--- config.mk ---
export PLATFORM = sky130hd
export DESIGN_NAME = bb3_cell
export DESIGN_NICKNAME = d
export VERILOG_FILES = /design/src/bb3_pkg.sv /design/src/bb3_cell.sv
export SDC_FILE = /design/constraint.sdc
export NUM_CORES = 1
export LEC_CHECK = 0
export BUFFER_PORTS_ARGS = -buffer_cell sky130_fd_sc_hd__buf_2
export CAP_MARGIN = 20
export CORE_AREA = 8 8 98 100
export DETAILED_ROUTE_END_ITERATION = 7
export DIE_AREA = 0 0 106 108
export GPL_TIMING_DRIVEN = 0
export MAX_ROUTING_LAYER = met4
export PLACE_DENSITY_LB_ADDON = 0.15
export SETUP_SLACK_MARGIN = 0.2
export SYNTH_ARGS = -nofsm -noshare
export SYNTH_HDL_FRONTEND = slang
export SYNTH_SLANG_ARGS = --single-unit
--- constraint.sdc ---
create_clock -name clk_i -period 0.8 [get_ports clk_i]
set_clock_uncertainty 0.05 [all_clocks]
set_input_delay 0 -clock clk_i [delete_from_list [all_inputs] [get_ports clk_i]]
set_output_delay 0 -clock clk_i [all_outputs]
set_load 0.005 [all_outputs]
--- src/bb3_pkg.sv ---
// Shared constants, register codes and control types for the 3x3 box blur.
// Used by every module of the block; no dependencies.
package bb3_pkg;

  localparam int MAX_WIDTH_DEF  = 1024;
  localparam int PIXEL_BITS_DEF = 16;
  localparam int IN_BITS        = 16;
  localparam int COL_OUT_W      = 10;
  localparam int ROW_W          = 12;
  localparam int WIDTH_W        = 11;
  localparam int HEIGHT_W       = 13;
  localparam int MAX_HEIGHT     = 4096;
  localparam int WIDTH_RST      = 640;
  localparam int HEIGHT_RST     = 480;
  localparam int CFG_IDX_W      = 2;
  localparam int CFG_DATA_W     = 13;
  localparam int OUT_DATA_W     = 40;

  localparam logic [CFG_IDX_W-1:0] REG_IMAGE_WIDTH  = 2'd0;
  localparam logic [CFG_IDX_W-1:0] REG_IMAGE_HEIGHT = 2'd1;

  // results owed by one pixel, in emission order a, b, c
  typedef struct packed {
    logic need_c;    // current pixel, first or last row
    logic need_b;    // last column of previous row
    logic need_a;    // delayed pixel of previous row
    logic a_direct;  // delayed pixel sits in the left border column
  } res_ctl_t;

  function automatic int eff_pix_bits(int n);
    return (n < IN_BITS) ? n : IN_BITS;
  endfunction

endpackage

--- src/bb3_cell.sv ---
// One window column cell: older, recent and current pixel plus their sum.
// Depends on bb3_pkg.
module bb3_cell #(
  parameter int PIXEL_BITS = bb3_pkg::PIXEL_BITS_DEF
) (
  input  logic                                        clk_i,
  input  logic                                        rst_ni,
  input  logic                                        shift_i,
  input  logic [bb3_pkg::eff_pix_bits(PIXEL_BITS)-1:0] o_i,
  input  logic [bb3_pkg::eff_pix_bits(PIXEL_BITS)-1:0] r_i,
  input  logic [bb3_pkg::eff_pix_bits(PIXEL_BITS)-1:0] p_i,
  output logic [bb3_pkg::eff_pix_bits(PIXEL_BITS)-1:0] o_o,
  output logic [bb3_pkg::eff_pix_bits(PIXEL_BITS)-1:0] r_o,
  output logic [bb3_pkg::eff_pix_bits(PIXEL_BITS)-1:0] p_o,
  output logic [bb3_pkg::eff_pix_bits(PIXEL_BITS)+1:0] sum_o
);

  localparam int PW = bb3_pkg::eff_pix_bits(PIXEL_BITS);

  logic [PW-1:0] o_q, r_q, p_q;
  logic [PW+1:0] sum_q, sum_d;

  assign sum_d = (PW+2)'(o_i) + (PW+2)'(r_i) + (PW+2)'(p_i);

  always_ff @(posedge clk_i or negedge rst_ni) begin
    if (!rst_ni) begin
      o_q   <= '0;
      r_q   <= '0;
      p_q   <= '0;
      sum_q <= '0;
    end else if (shift_i) begin
      o_q   <= o_i;
      r_q   <= r_i;
      p_q   <= p_i;
      sum_q <= sum_d;
    end
  end

  assign o_o   = o_q;
  assign r_o   = r_q;
  assign p_o   = p_q;
  assign sum_o = sum_q;

endmodule

==> results.md <==
- The wire length of the first global-routing pass is 15100 um.
- The number of antenna diodes in the final layout is 0.
- The congestion estimate from routability-driven global placement came to 0.794.
- The max-slew headroom at the worst pin is 0.440.
- The worst setup path is launched from a primary input.
- The share of synthesized area in the top cell type comes to 0.459.
- dfrtp_1 takes more of the synthesized area than any other cell.
- The netlist area before placement is 3600 sq um.
- The fraction of registers with async set/reset is 1.00.
- Across every metal layer, demand over resource in global routing totals 0.172.
- The effective utilization at floorplan is 0.447.
- The clock power share is 0.236.
- The clock insertion delay at the later pin of the skew report is 330 ps.
- The kind of path behind the tightest hold check is in -> async.
- No sink is reached through more buffers than the 2 on the longest clock path.
- The number of global-route vias before repair came to 3081.
- The pre-antenna-repair detailed-routing pass consisted of 4 iterations.
- CTS placed an instance of clkbuf_8 at the clock tree root.
- Max-cap violations in this run came to 0.
- The first-iteration detailed-routing DRC count is 60.
- For this run, the top clock speed supported by timing is 514 MHz.
- The wire length reported by the detailed router is roughly 9500 um.
- Leaving out fill and tap cells, the most frequent cells in the layout are 109 x buf_2, 66 x dfrtp_1, 45 x mux2_2, 22 x buf_6.
- The clock net sink count is 66.
- The number of H-tree branching levels is 3.
- Entering global routing, the biggest net connects 67 pins.
- The largest driver fanout on the critical path is 4.
- The switching component of the power is 3.66 mW.
- The tightest hold margin is -286 ps.
- Summing all flip-flop and latch instances after layout gives between 1500 and 2000 sq um.
- The net count of the finished layout is 513.
- The worst setup margin is -1150 ps.
- The detailed placer's ending HPWL is 6880 um.
- The utilization after layout is 0.637.
- The startpoint identified for the worst register-to-register timing path is sum_o[17]$_DFFE_PN0P_.
- The via count of the routed design is 2803.
- Of the cells placed in the final design, the portion with a size suffix greater than 1 is 0.605.
- At the worst endpoint, the required time is 970 ps.
- The max-slew violation count is 0.
- The total number of yosys warnings is 0.
- The row count is 33.
- The area taken by multi-input logic gates is 2190 sq um.
- The CTS tree is yes.
- The power consumption is 11.4 mW.
- After floorplanning, the core was sized to cover between 8000 and 9000 sq um.
- The internal power summed over all cells is 7.79 mW.
- The most used flip-flop cell after synthesis is dfrtp_1.
- Of the synthesized area, sequential elements account for 0.459.
- The checks that failed: negative hold slack, negative setup slack.
- The total leakage power is 2.40 nW.
- Of the total power, the share spent switching nets is 0.320.
- Each instance of the synthesized netlist takes up on average 12.7 sq um.
- The TritonCTS buffer count is 9.
- In this run, distinct cell masters in the synthesized netlist total 48.
- In this run the count of I/O pins placed on the die edge is between 100 and 150.
- Counting the fill cells in the layout gives 677.
- The worst-case vdd ir drop is 1120 uV.
- Dividing the detail-routed wire length by the instance count gives between 15 and 20 um.
- The library cell used most frequently in the layout, excluding fill and tap cells, is buf_2.
- For this design the ratio of total power to cell area is 2230 nW/um^2.
- Setup repair after global routing could not meet its margin everywhere.
- Timing analysis after detailed placement gives a worst setup slack of -1680 ps.
- The synthesized netlist cell count is about 280.
- For flop-to-flop paths, the worst setup slack is -170 ps.
- The number of nets with antenna violations after routing is 0.
- The clock-pin slew reported for the worst setup and hold paths after clock tree synthesis is 70 ps.
- The endpoint identified for the worst register-to-register timing path is sum_o[17]$_DFFE_PN0P_.
- After detailed routing, the number of remaining DRC violations is 0.
- The height of the chip is 108 um.
- The final setup violation count is 91.
- The number of enable-type register cells in the synthesized netlist is 0.
- After global routing the overflow that remains totals 0.
- The type of element capturing the critical path is a register.
- The initial antenna violation count came to 0.
- After layout, the minimum clock period comes to ~2000 ps.
- The setup path with the least slack is of type in -> reg.
- The area growth from synthesis to layout is 42.5%.
- The launching instance or port of the critical path is o_i[1].
- Sorting the synthesized cells by area gives the leading types as dfrtp_1 46%, mux2_2 17%, fa_1 9.5%.
- The number of register bits inferred by synthesis is 66.
- The width of the die is approximately 110 um.
- The floorplan step defined a die boundary enclosing 11400 sq um.
- The share of power burned in combinational logic is 0.400.
- Dividing the detail-routed via count by the number of cells gives 5.19.
- In the finished design, the share of the clock period the worst path needs comes to 2.43.
- The sequential fraction of design power is 0.365.
- The flow ran to the end, but the final reports show violations.
- The count of buffers from port buffering is around 120.
- For the worst flop-to-flop path, the logic depth is 3.
- The final number of hold-violating endpoints came to 114.
- The transition time of the tightest slew-check pin is 840 ps.
- Data on the critical path arrives at its endpoint at ~2100 ps.
- The net count after synthesis is ~370.
cell type report:
cell class                      instances  area share
Clock buffer                           10      0.0249
Sequential cell                        66       0.322
Inverter                               13      0.0110
Tap cell                              105      0.0256
Multi-Input combinational cell        194       0.427
Clock inverter                          6      0.0112
Timing Repair Buffer                  136       0.157
Buffer                                 10      0.0212
metal layers:
metal / global-route usage / vias up / wire (um)
met4: 0.0744 / 0 / 188
met1: 0.215 / 1357 / 4260
met5: - / - / 0
met2: 0.261 / 106 / 4470
li1: - / 1323 / -
met3: 0.0440 / 17 / 596
what timing repair did:
item,4_1_cts,5_1_grt
gates resized for setup,24,43
endpoints found under the hold margin,114,114
pin swaps,17,21
endpoints found under the setup margin,132,132
setup buffers,14,6
critical path, stage by stage:
cell	delay, ps
buf_6	100
fa_1	520
ha_4	190
fa_2	370
a21oi_4	170
o211a_4	200
o21bai_1	80
a21o_2	200
a221o_1	280
Yosys cell counts (3+ instances only):
library cell  count
nand2_1          15
nand3_1           4
ha_1             15
dfrtp_1          66
inv_1            12
buf_2             6
nor2_1            9
a21o_1           10
a211oi_1          4
fa_1             17
mux2_2           54
nand2b_1          3
o21ai_0           5
o211ai_1          4
and3_1            4
a21oi_1           9
xnor2_1           3
nor3_1            3
power groups by stage:
| stage | clock network, mW | registers (mW) | logic, mW |
|---|---|---|---|
| global route | 2.93 | 4.26 | 4.96 |
| global placement | 0 | 4.22 | 3.44 |
| finish | 2.70 | 4.18 | 4.58 |
| detailed placement | 0 | 4.23 | 3.51 |
| CTS | 2.79 | 4.16 | 4.03 |
| floorplan | 0 | 4.29 | 2.08 |
stage by stage:
stage                     TNS [ps]  hold WS, ps  std cells  cell area (sq um)
after floorplan             -17070         -346        283               3720
after global routing        -25740         -213        540               5130
after detailed placement    -34520          125        504               4440
after CTS                   -22580         -245        534               4850
after global placement      -77390          203        504               4430
final                       -21620         -286        540               5130
how the worst max path moves through the flow:
stage                            endpoint  slack [ps]  depth (start not counted)
finish               sum_o[9]$_DFFE_PN0P_       -1150                          9
global route        sum_o[13]$_DFFE_PN0P_       -1220                          9
CTS                  sum_o[9]$_DFFE_PN0P_       -1130                          9
detailed placement  sum_o[13]$_DFFE_PN0P_       -1680                          9
global placement    sum_o[13]$_DFFE_PN0P_       -1650                          9
floorplan            sum_o[9]$_DFFE_PN0P_       -1310                          8
cell families (layout without fill, tap and decap cells):
logic type      Yosys count  count (layout)  share of synthesized area
mux                      54              54                      0.169
simple gates             43              43                     0.0574
flops                    66              66                      0.459
xor+xnor                  5               5                     0.0122
fa+ha+maj                32              32                      0.147
buf+inv                  23             175                     0.0302
compound gates           60              60                      0.126
state kept, by name (all words and copies together) (netlist names):
| name | cells |
|---|---|
| sum_o | 18 |
| o_o | 16 |
| r_o | 16 |
| p_o | 16 |
No activity file was read; power rests on OpenSTA's default activity.
