<file path="src/bb3_pkg.sv">
// Shared constants, register codes and control types for the 3x3 box blur.
// Used by every module of the block; no dependencies.
package bb3_pkg;

  localparam int MAX_WIDTH_DEF  = 1024;
  localparam int PIXEL_BITS_DEF = 16;
  localparam int IN_BITS        = 16;
  localparam int COL_OUT_W      = 10;
  localparam int ROW_W          = 12;
  localparam int WIDTH_W        = 11;
  localparam int HEIGHT_W       = 13;
  localparam int MAX_HEIGHT     = 4096;
  localparam int WIDTH_RST      = 640;
  localparam int HEIGHT_RST     = 480;
  localparam int CFG_IDX_W      = 2;
  localparam int CFG_DATA_W     = 13;
  localparam int OUT_DATA_W     = 40;

  localparam logic [CFG_IDX_W-1:0] REG_IMAGE_WIDTH  = 2'd0;
  localparam logic [CFG_IDX_W-1:0] REG_IMAGE_HEIGHT = 2'd1;

  // results owed by one pixel, in emission order a, b, c
  typedef struct packed {
    logic need_c;    // current pixel, first or last row
    logic need_b;    // last column of previous row
    logic need_a;    // delayed pixel of previous row
    logic a_direct;  // delayed pixel sits in the left border column
  } res_ctl_t;

  function automatic int eff_pix_bits(int n);
    return (n < IN_BITS) ? n : IN_BITS;
  endfunction

endpackage

</file>
<file path="src/bb3_emit.sv">
// Divide-by-nine stage and result serialiser feeding the output stream.
// Depends on bb3_pkg.
module bb3_emit #(
  parameter int MAX_WIDTH  = bb3_pkg::MAX_WIDTH_DEF,
  parameter int PIXEL_BITS = bb3_pkg::PIXEL_BITS_DEF
) (
  input  logic                                        clk_i,
  input  logic                                        rst_ni,
  input  logic                                        in_valid_i,
  output logic                                        in_ready_o,
  input  bb3_pkg::res_ctl_t                           ctl_i,
  input  logic [bb3_pkg::eff_pix_bits(PIXEL_BITS)+3:0] sum_i,
  input  logic [bb3_pkg::eff_pix_bits(PIXEL_BITS)-1:0] va_direct_i,
  input  logic [bb3_pkg::eff_pix_bits(PIXEL_BITS)-1:0] vb_i,
  input  logic [bb3_pkg::eff_pix_bits(PIXEL_BITS)-1:0] vc_i,
  input  logic [$clog2(MAX_WIDTH)-1:0]                x_i,
  input  logic [bb3_pkg::ROW_W-1:0]                   y_i,
  input  logic [$clog2(MAX_WIDTH)-1:0]                w_m1_i,
  output logic                                        m_axis_tvalid,
  input  logic                                        m_axis_tready,
  // [15:0] out_value, [25:16] out_column, [37:26] out_row, [39:38] zero
  output logic [bb3_pkg::OUT_DATA_W-1:0]              m_axis_tdata,
  output logic                                        m_axis_tlast
);

  localparam int PW = bb3_pkg::eff_pix_bits(PIXEL_BITS);
  localparam int SW = PW + 4;
  localparam int K  = PW + 8;
  localparam int MW = K - 3;
  localparam logic [MW-1:0] RECIP = MW'((2**K + 8) / 9);
  localparam int CW = bb3_pkg::COL_OUT_W;
  localparam int RW = bb3_pkg::ROW_W;

  // stage 2: sum and candidates
  logic          s2_valid_q;
  logic [2:0]    s2_mask_q;
  logic          s2_dir_q;
  logic [SW-1:0] s2_sum_q;
  logic [PW-1:0] s2_vdir_q, s2_vb_q, s2_vc_q;
  logic [CW-1:0] s2_col_a_q, s2_col_b_q, s2_col_c_q;
  logic [RW-1:0] s2_row_ab_q, s2_row_c_q;

  // stage 3: output register
  logic          s3_valid_q;
  logic [2:0]    s3_mask_q;
  logic [PW-1:0] s3_va_q, s3_vb_q, s3_vc_q;
  logic [CW-1:0] s3_col_a_q, s3_col_b_q, s3_col_c_q;
  logic [RW-1:0] s3_row_ab_q, s3_row_c_q;

  logic [SW+MW-1:0] prod;
  logic [PW-1:0]    quot, va;
  logic             last_res, s3_xfer, s3_free, s2_leave, s3_load, s2_free;
  logic [2:0]       mask_next;
  logic [PW-1:0]    sel_v;
  logic [CW-1:0]    sel_col;
  logic [RW-1:0]    sel_row;

  assign prod = (SW+MW)'(s2_sum_q) * (SW+MW)'(RECIP);
  assign quot = prod[K+PW-1:K];
  assign va   = s2_dir_q ? s2_vdir_q : quot;

  assign mask_next = s3_mask_q & (s3_mask_q - 3'd1);
  assign last_res  = (mask_next == 3'd0);
  assign s3_xfer   = s3_valid_q && m_axis_tready;
  assign s3_free   = !s3_valid_q || (s3_xfer && last_res);
  assign s2_leave  = s2_valid_q && ((s2_mask_q == 3'd0) || s3_free);
  assign s3_load   = s2_valid_q && (s2_mask_q != 3'd0) && s3_free;
  assign s2_free   = !s2_valid_q || s2_leave;
  assign in_ready_o = s2_free;

  always_ff @(posedge clk_i or negedge rst_ni) begin
    if (!rst_ni) begin
      s2_valid_q <= 1'b0;
      s3_valid_q <= 1'b0;
      s3_mask_q  <= 3'd0;
    end else begin
      if (s2_free) begin
        s2_valid_q <= in_valid_i;
      end
      if (s3_load) begin
        s3_valid_q <= 1'b1;
        s3_mask_q  <= s2_mask_q;
      end else if (s3_xfer) begin
        s3_valid_q <= !last_res;
        s3_mask_q  <= mask_next;
      end
    end
  end

  always_ff @(posedge clk_i) begin
    if (s2_free && in_valid_i) begin
      s2_mask_q   <= {ctl_i.need_c, ctl_i.need_b, ctl_i.need_a};
      s2_dir_q    <= ctl_i.a_direct;
      s2_sum_q    <= sum_i;
      s2_vdir_q   <= va_direct_i;
      s2_vb_q     <= vb_i;
      s2_vc_q     <= vc_i;
      s2_col_a_q  <= CW'(x_i - 1'b1);
      s2_col_b_q  <= CW'(w_m1_i);
      s2_col_c_q  <= CW'(x_i);
      s2_row_ab_q <= y_i - 1'b1;
      s2_row_c_q  <= y_i;
    end
    if (s3_load) begin
      s3_va_q     <= va;
      s3_vb_q     <= s2_vb_q;
      s3_vc_q     <= s2_vc_q;
      s3_col_a_q  <= s2_col_a_q;
      s3_col_b_q  <= s2_col_b_q;
      s3_col_c_q  <= s2_col_c_q;
      s3_row_ab_q <= s2_row_ab_q;
      s3_row_c_q  <= s2_row_c_q;
    end
  end

  always_comb begin
    if (s3_mask_q[0]) begin
      sel_v   = s3_va_q;
      sel_col = s3_col_a_q;
      sel_row = s3_row_ab_q;
    end else if (s3_mask_q[1]) begin
      sel_v   = s3_vb_q;
      sel_col = s3_col_b_q;
      sel_row = s3_row_ab_q;
    end else begin
      sel_v   = s3_vc_q;
      sel_col = s3_col_c_q;
      sel_row = s3_row_c_q;
    end
  end

  assign m_axis_tvalid = s3_valid_q;
  assign m_axis_tlast  = last_res;
  assign m_axis_tdata  = {2'b00, sel_row, sel_col, 16'(sel_v)};

  a_s3_mask : assert property (@(posedge clk_i) disable iff (!rst_ni)
    s3_valid_q |-> s3_mask_q != 3'd0)
    else $error("output stage valid with no pending result");

  a_s3_hold : assert property (@(posedge clk_i) disable iff (!rst_ni)
    (s3_valid_q && !m_axis_tready) |=> s3_valid_q && $stable(s3_mask_q))
    else $error("pending results changed during stall");

endmodule

</file>
<file path="config.mk">
export PLATFORM = sky130hd
export DESIGN_NAME = bb3_emit
export DESIGN_NICKNAME = d
export VERILOG_FILES = /design/src/bb3_pkg.sv /design/src/bb3_emit.sv
export SDC_FILE = /design/constraint.sdc
export NUM_CORES = 1
export LEC_CHECK = 0
export ABC_CLOCK_PERIOD_IN_PS = 8600
export BUFFER_PORTS_ARGS = -buffer_cell sky130_fd_sc_hd__buf_4
export CAP_MARGIN = 0
export CORE_UTILIZATION = 60
export DETAILED_ROUTE_END_ITERATION = 8
export PLACE_DENSITY = 0.89
export SLEW_MARGIN = 20
export SYNTH_ARGS = -nofsm -noshare
export SYNTH_HDL_FRONTEND = slang
export SYNTH_SLANG_ARGS = --single-unit
</file>
<file path="constraint.sdc">
create_clock -name clk_i -period 8.6 [get_ports clk_i]
set_input_delay 0.43 -clock clk_i [delete_from_list [all_inputs] [get_ports clk_i]]
set_output_delay 0.43 -clock clk_i [all_outputs]
set_load 0.05 [all_outputs]
</file>
==> results_dict.tcl <==
set metrics [dict create \
    status "finished, final reports clean" \
    seq_area_frac_synth 0.499 \
    grt_pass1_wl_microns 50300 \
    synth_edf_count 228 \
    core_area_sq_um 22700 \
    worstMarginPinSlew_ps 1000 \
    clockBufferDepth 3 \
    num_io_pins 151 \
    cts_setup_buffers 0 \
    tns_ps 0 \
    grt_max_degree 79 \
    via_per_inst 5.83 \
    syn_area_per_cell_sq_um 12.9 \
    rrSetupSlack_ps 2380 \
    n_antenna_cell 0 \
    crit_path_end "s3_va_q[9]" \
    start_kind "flip-flop" \
    r2r-start "s2_sum_q[6]" \
    yosysTopAreaCell "edfxtp_1" \
    hpwl_microns 24100 \
    die_x_microns 155 \
    antenna_found_initial 0 \
    maxCapViolCount 0 \
    critPathLaunch "s2_sum_q[6]" \
    final_antenna_net_count 0 \
    period_share 0.723 \
    initial_utilization 0.615 \
    yosys_warnings 0 \
    cts_root_buffer "clkbuf_16" \
    synth.cell_area_sq_um 14000 \
    dr.pass1.iters 5 \
    ys_async_sr_fraction 0.0215 \
    r2r-end "s3_va_q[9]" \
    synth_ff_type "edfxtp_1" \
    cts_tree "done" \
    gp_congestion 0.943 \
    cts_sinks 233 \
    maxSlewViolCount 0 \
    dr_total_vias 8954 \
    crit_arrival_ps 6460 \
    nFillCells 1530 \
    synth_seq_cells 233 \
    grtUsageTotal 0.277 \
    post_synth_num_cell_types 67 \
    cts_max_level 1 \
    critPathKind "reg -> reg" \
    drive_gt1_frac 0.174 \
    required_ps 8850 \
    syn_inst 1079 \
    numCtsBuffers 25 \
    grt_overflow 0 \
    fin_skew_ps 15.0 \
    mostFrequentLayoutCells "edfxtp_1 (228), inv_1 (160), buf_4 (153)" \
    setup_viol_count_final 0 \
    postCtsHoldBufs 1 \
    routed_wirelength_microns 31800 \
    grt_pass1_vias 9375 \
    fp.dieArea_sq_um 23900 \
    finalHoldViolations 0 \
    drt_iter0_drc 641 \
    r2r_cells 17 \
    synthTopCellsByArea "edfxtp_1 (49%), ha_1 (13%), fa_1 (13%)" \
    num_rows 55 \
    port_buffers 148 \
    netlist.area_leader.share 0.490 \
    min_path_type "in -> reg" \
    final_common_cell "edfxtp_1" \
    grt_setup_unrepaired "no" \
    clkTransAtPathRegs_ps 70 \
    nets 1572 \
    min_period_ps 6220 \
    critPathMaxFanout 9 \
    fp.dieH_microns 155 \
    cts_resized 0 \
    clock_latency_ps 520 \
    drc 0 \
    syn_to_final_growth_pct 15.4 \
    cp-end-kind "flip-flop" \
    slew_headroom 0.333 \
    timing.fmax_ghz 0.161 \
    routedWlPerCell_microns 20.7 \
]
==> critical path, cell delays in order, from the launching register on <==
cell	delay [ps]
edfxtp_1	490
inv_1	110
fa_1	550
inv_1	60
ha_1	350
fa_1	500
fa_1	550
inv_1	50
fa_1	510
fa_1	550
inv_1	40
ha_1	420
nand4_1	270
nor2_1	100
a22oi_1	500
nand3_1	250
a2111oi_0	480
nor3_1	160
==> per-layer routing <==
layer	routed length (microns)	track usage	share of wire
met2	15700	0.476	0.49
met1	13200	0.371	0.41
met3	1940	0.0345	0.061
met4	955	0.0830	0.030
met5	0	0	0
==> worst min-delay path by stage <==
stage / start / end / slack [ps] / depth (start not counted)
floorplan: rst_ni / m_axis_tvalid / 130 / 0
global placement: rst_ni / s2_valid_q / 230 / 1
detailed placement: rst_ni / s2_valid_q / 230 / 1
CTS: sum_i[15] / s2_sum_q[15] / 70 / 1
global route: sum_i[15] / s2_sum_q[15] / 70 / 1
finish: sum_i[15] / s2_sum_q[15] / 90 / 1
==> layout make-up <==
type	instances	area (sq um)	area share
multi-input combinational	658	6260	0.389
inverter	160	601	0.0373
sequential	233	6970	0.433
timing repair buffer	154	1160	0.0719
clock inverter	12	98.8	0.00613
clock buffer	33	666	0.0413
tap	285	357	0.0221
==> metrics by stage <==
step | cell area, sq um | worst slack [ps] | std cells | utilization | hold slack (ps)
floorplan | 14000 | 2320 | 1080 | - | 134
global placement | 15300 | 2480 | 1489 | 0.675 | 233
detailed placement | 15300 | 2520 | 1489 | 0.675 | 233
CTS | 16100 | 2500 | 1535 | 0.710 | 73.2
global route | 16100 | 2170 | 1535 | 0.710 | 71.0
finish | 16100 | 2380 | 1535 | 0.710 | 91.1
==> flip-flops by register name, indices dropped and copies added, names as in the netlist, 12 cells and up <==
signal	flops
s2_sum_q	20
s2_vb_q	16
s2_vc_q	16
s2_vdir_q	16
s3_va_q	16
s3_vb_q	16
s3_vc_q	16
s2_row_ab_q	12
s2_row_c_q	12
s3_row_ab_q	12
s3_row_c_q	12
==> cell usage after synthesis, types with 3 or more instances <==
cell,instances
mux2i_1,29
or3_1,6
nand2b_1,4
buf_4,3
o31ai_1,5
a311oi_1,5
nand2_1,84
dfrtp_1,5
nor2_1,34
nor3_1,14
buf_2,6
o21ai_0,55
a21oi_1,33
xor2_1,17
edfxtp_1,228
nor2b_1,6
and3_1,4
mux2_2,12
ha_1,143
o21a_1,3
clkbuf_1,14
a21o_1,11
nor3b_1,3
xnor2_1,14
a31oi_1,5
nand4_1,17
o211ai_1,6
nand3_1,7
nor4_1,5
a2111oi_2,3
inv_1,160
fa_1,89
==> cells by family (layout without fill, tap and decap cells) <==
kind of cell / count (synthesis) / after routing / share of synthesized area
XOR/XNOR: 31 / 31 / 0.0194
AO/OA/AOI/OAI: 158 / 158 / 0.0749
AND/OR/NAND/NOR: 193 / 193 / 0.0657
adder cells (fa/ha/maj): 233 / 233 / 0.256
multiplexers: 41 / 41 / 0.0305
flip-flops: 233 / 233 / 0.499
other: 1 / 2 / 0.000268
buffers and inverters: 189 / 359 / 0.0537
Power is not shown: default switching activity piles up to over one toggle a cycle in this logic, so the estimate is an artifact.
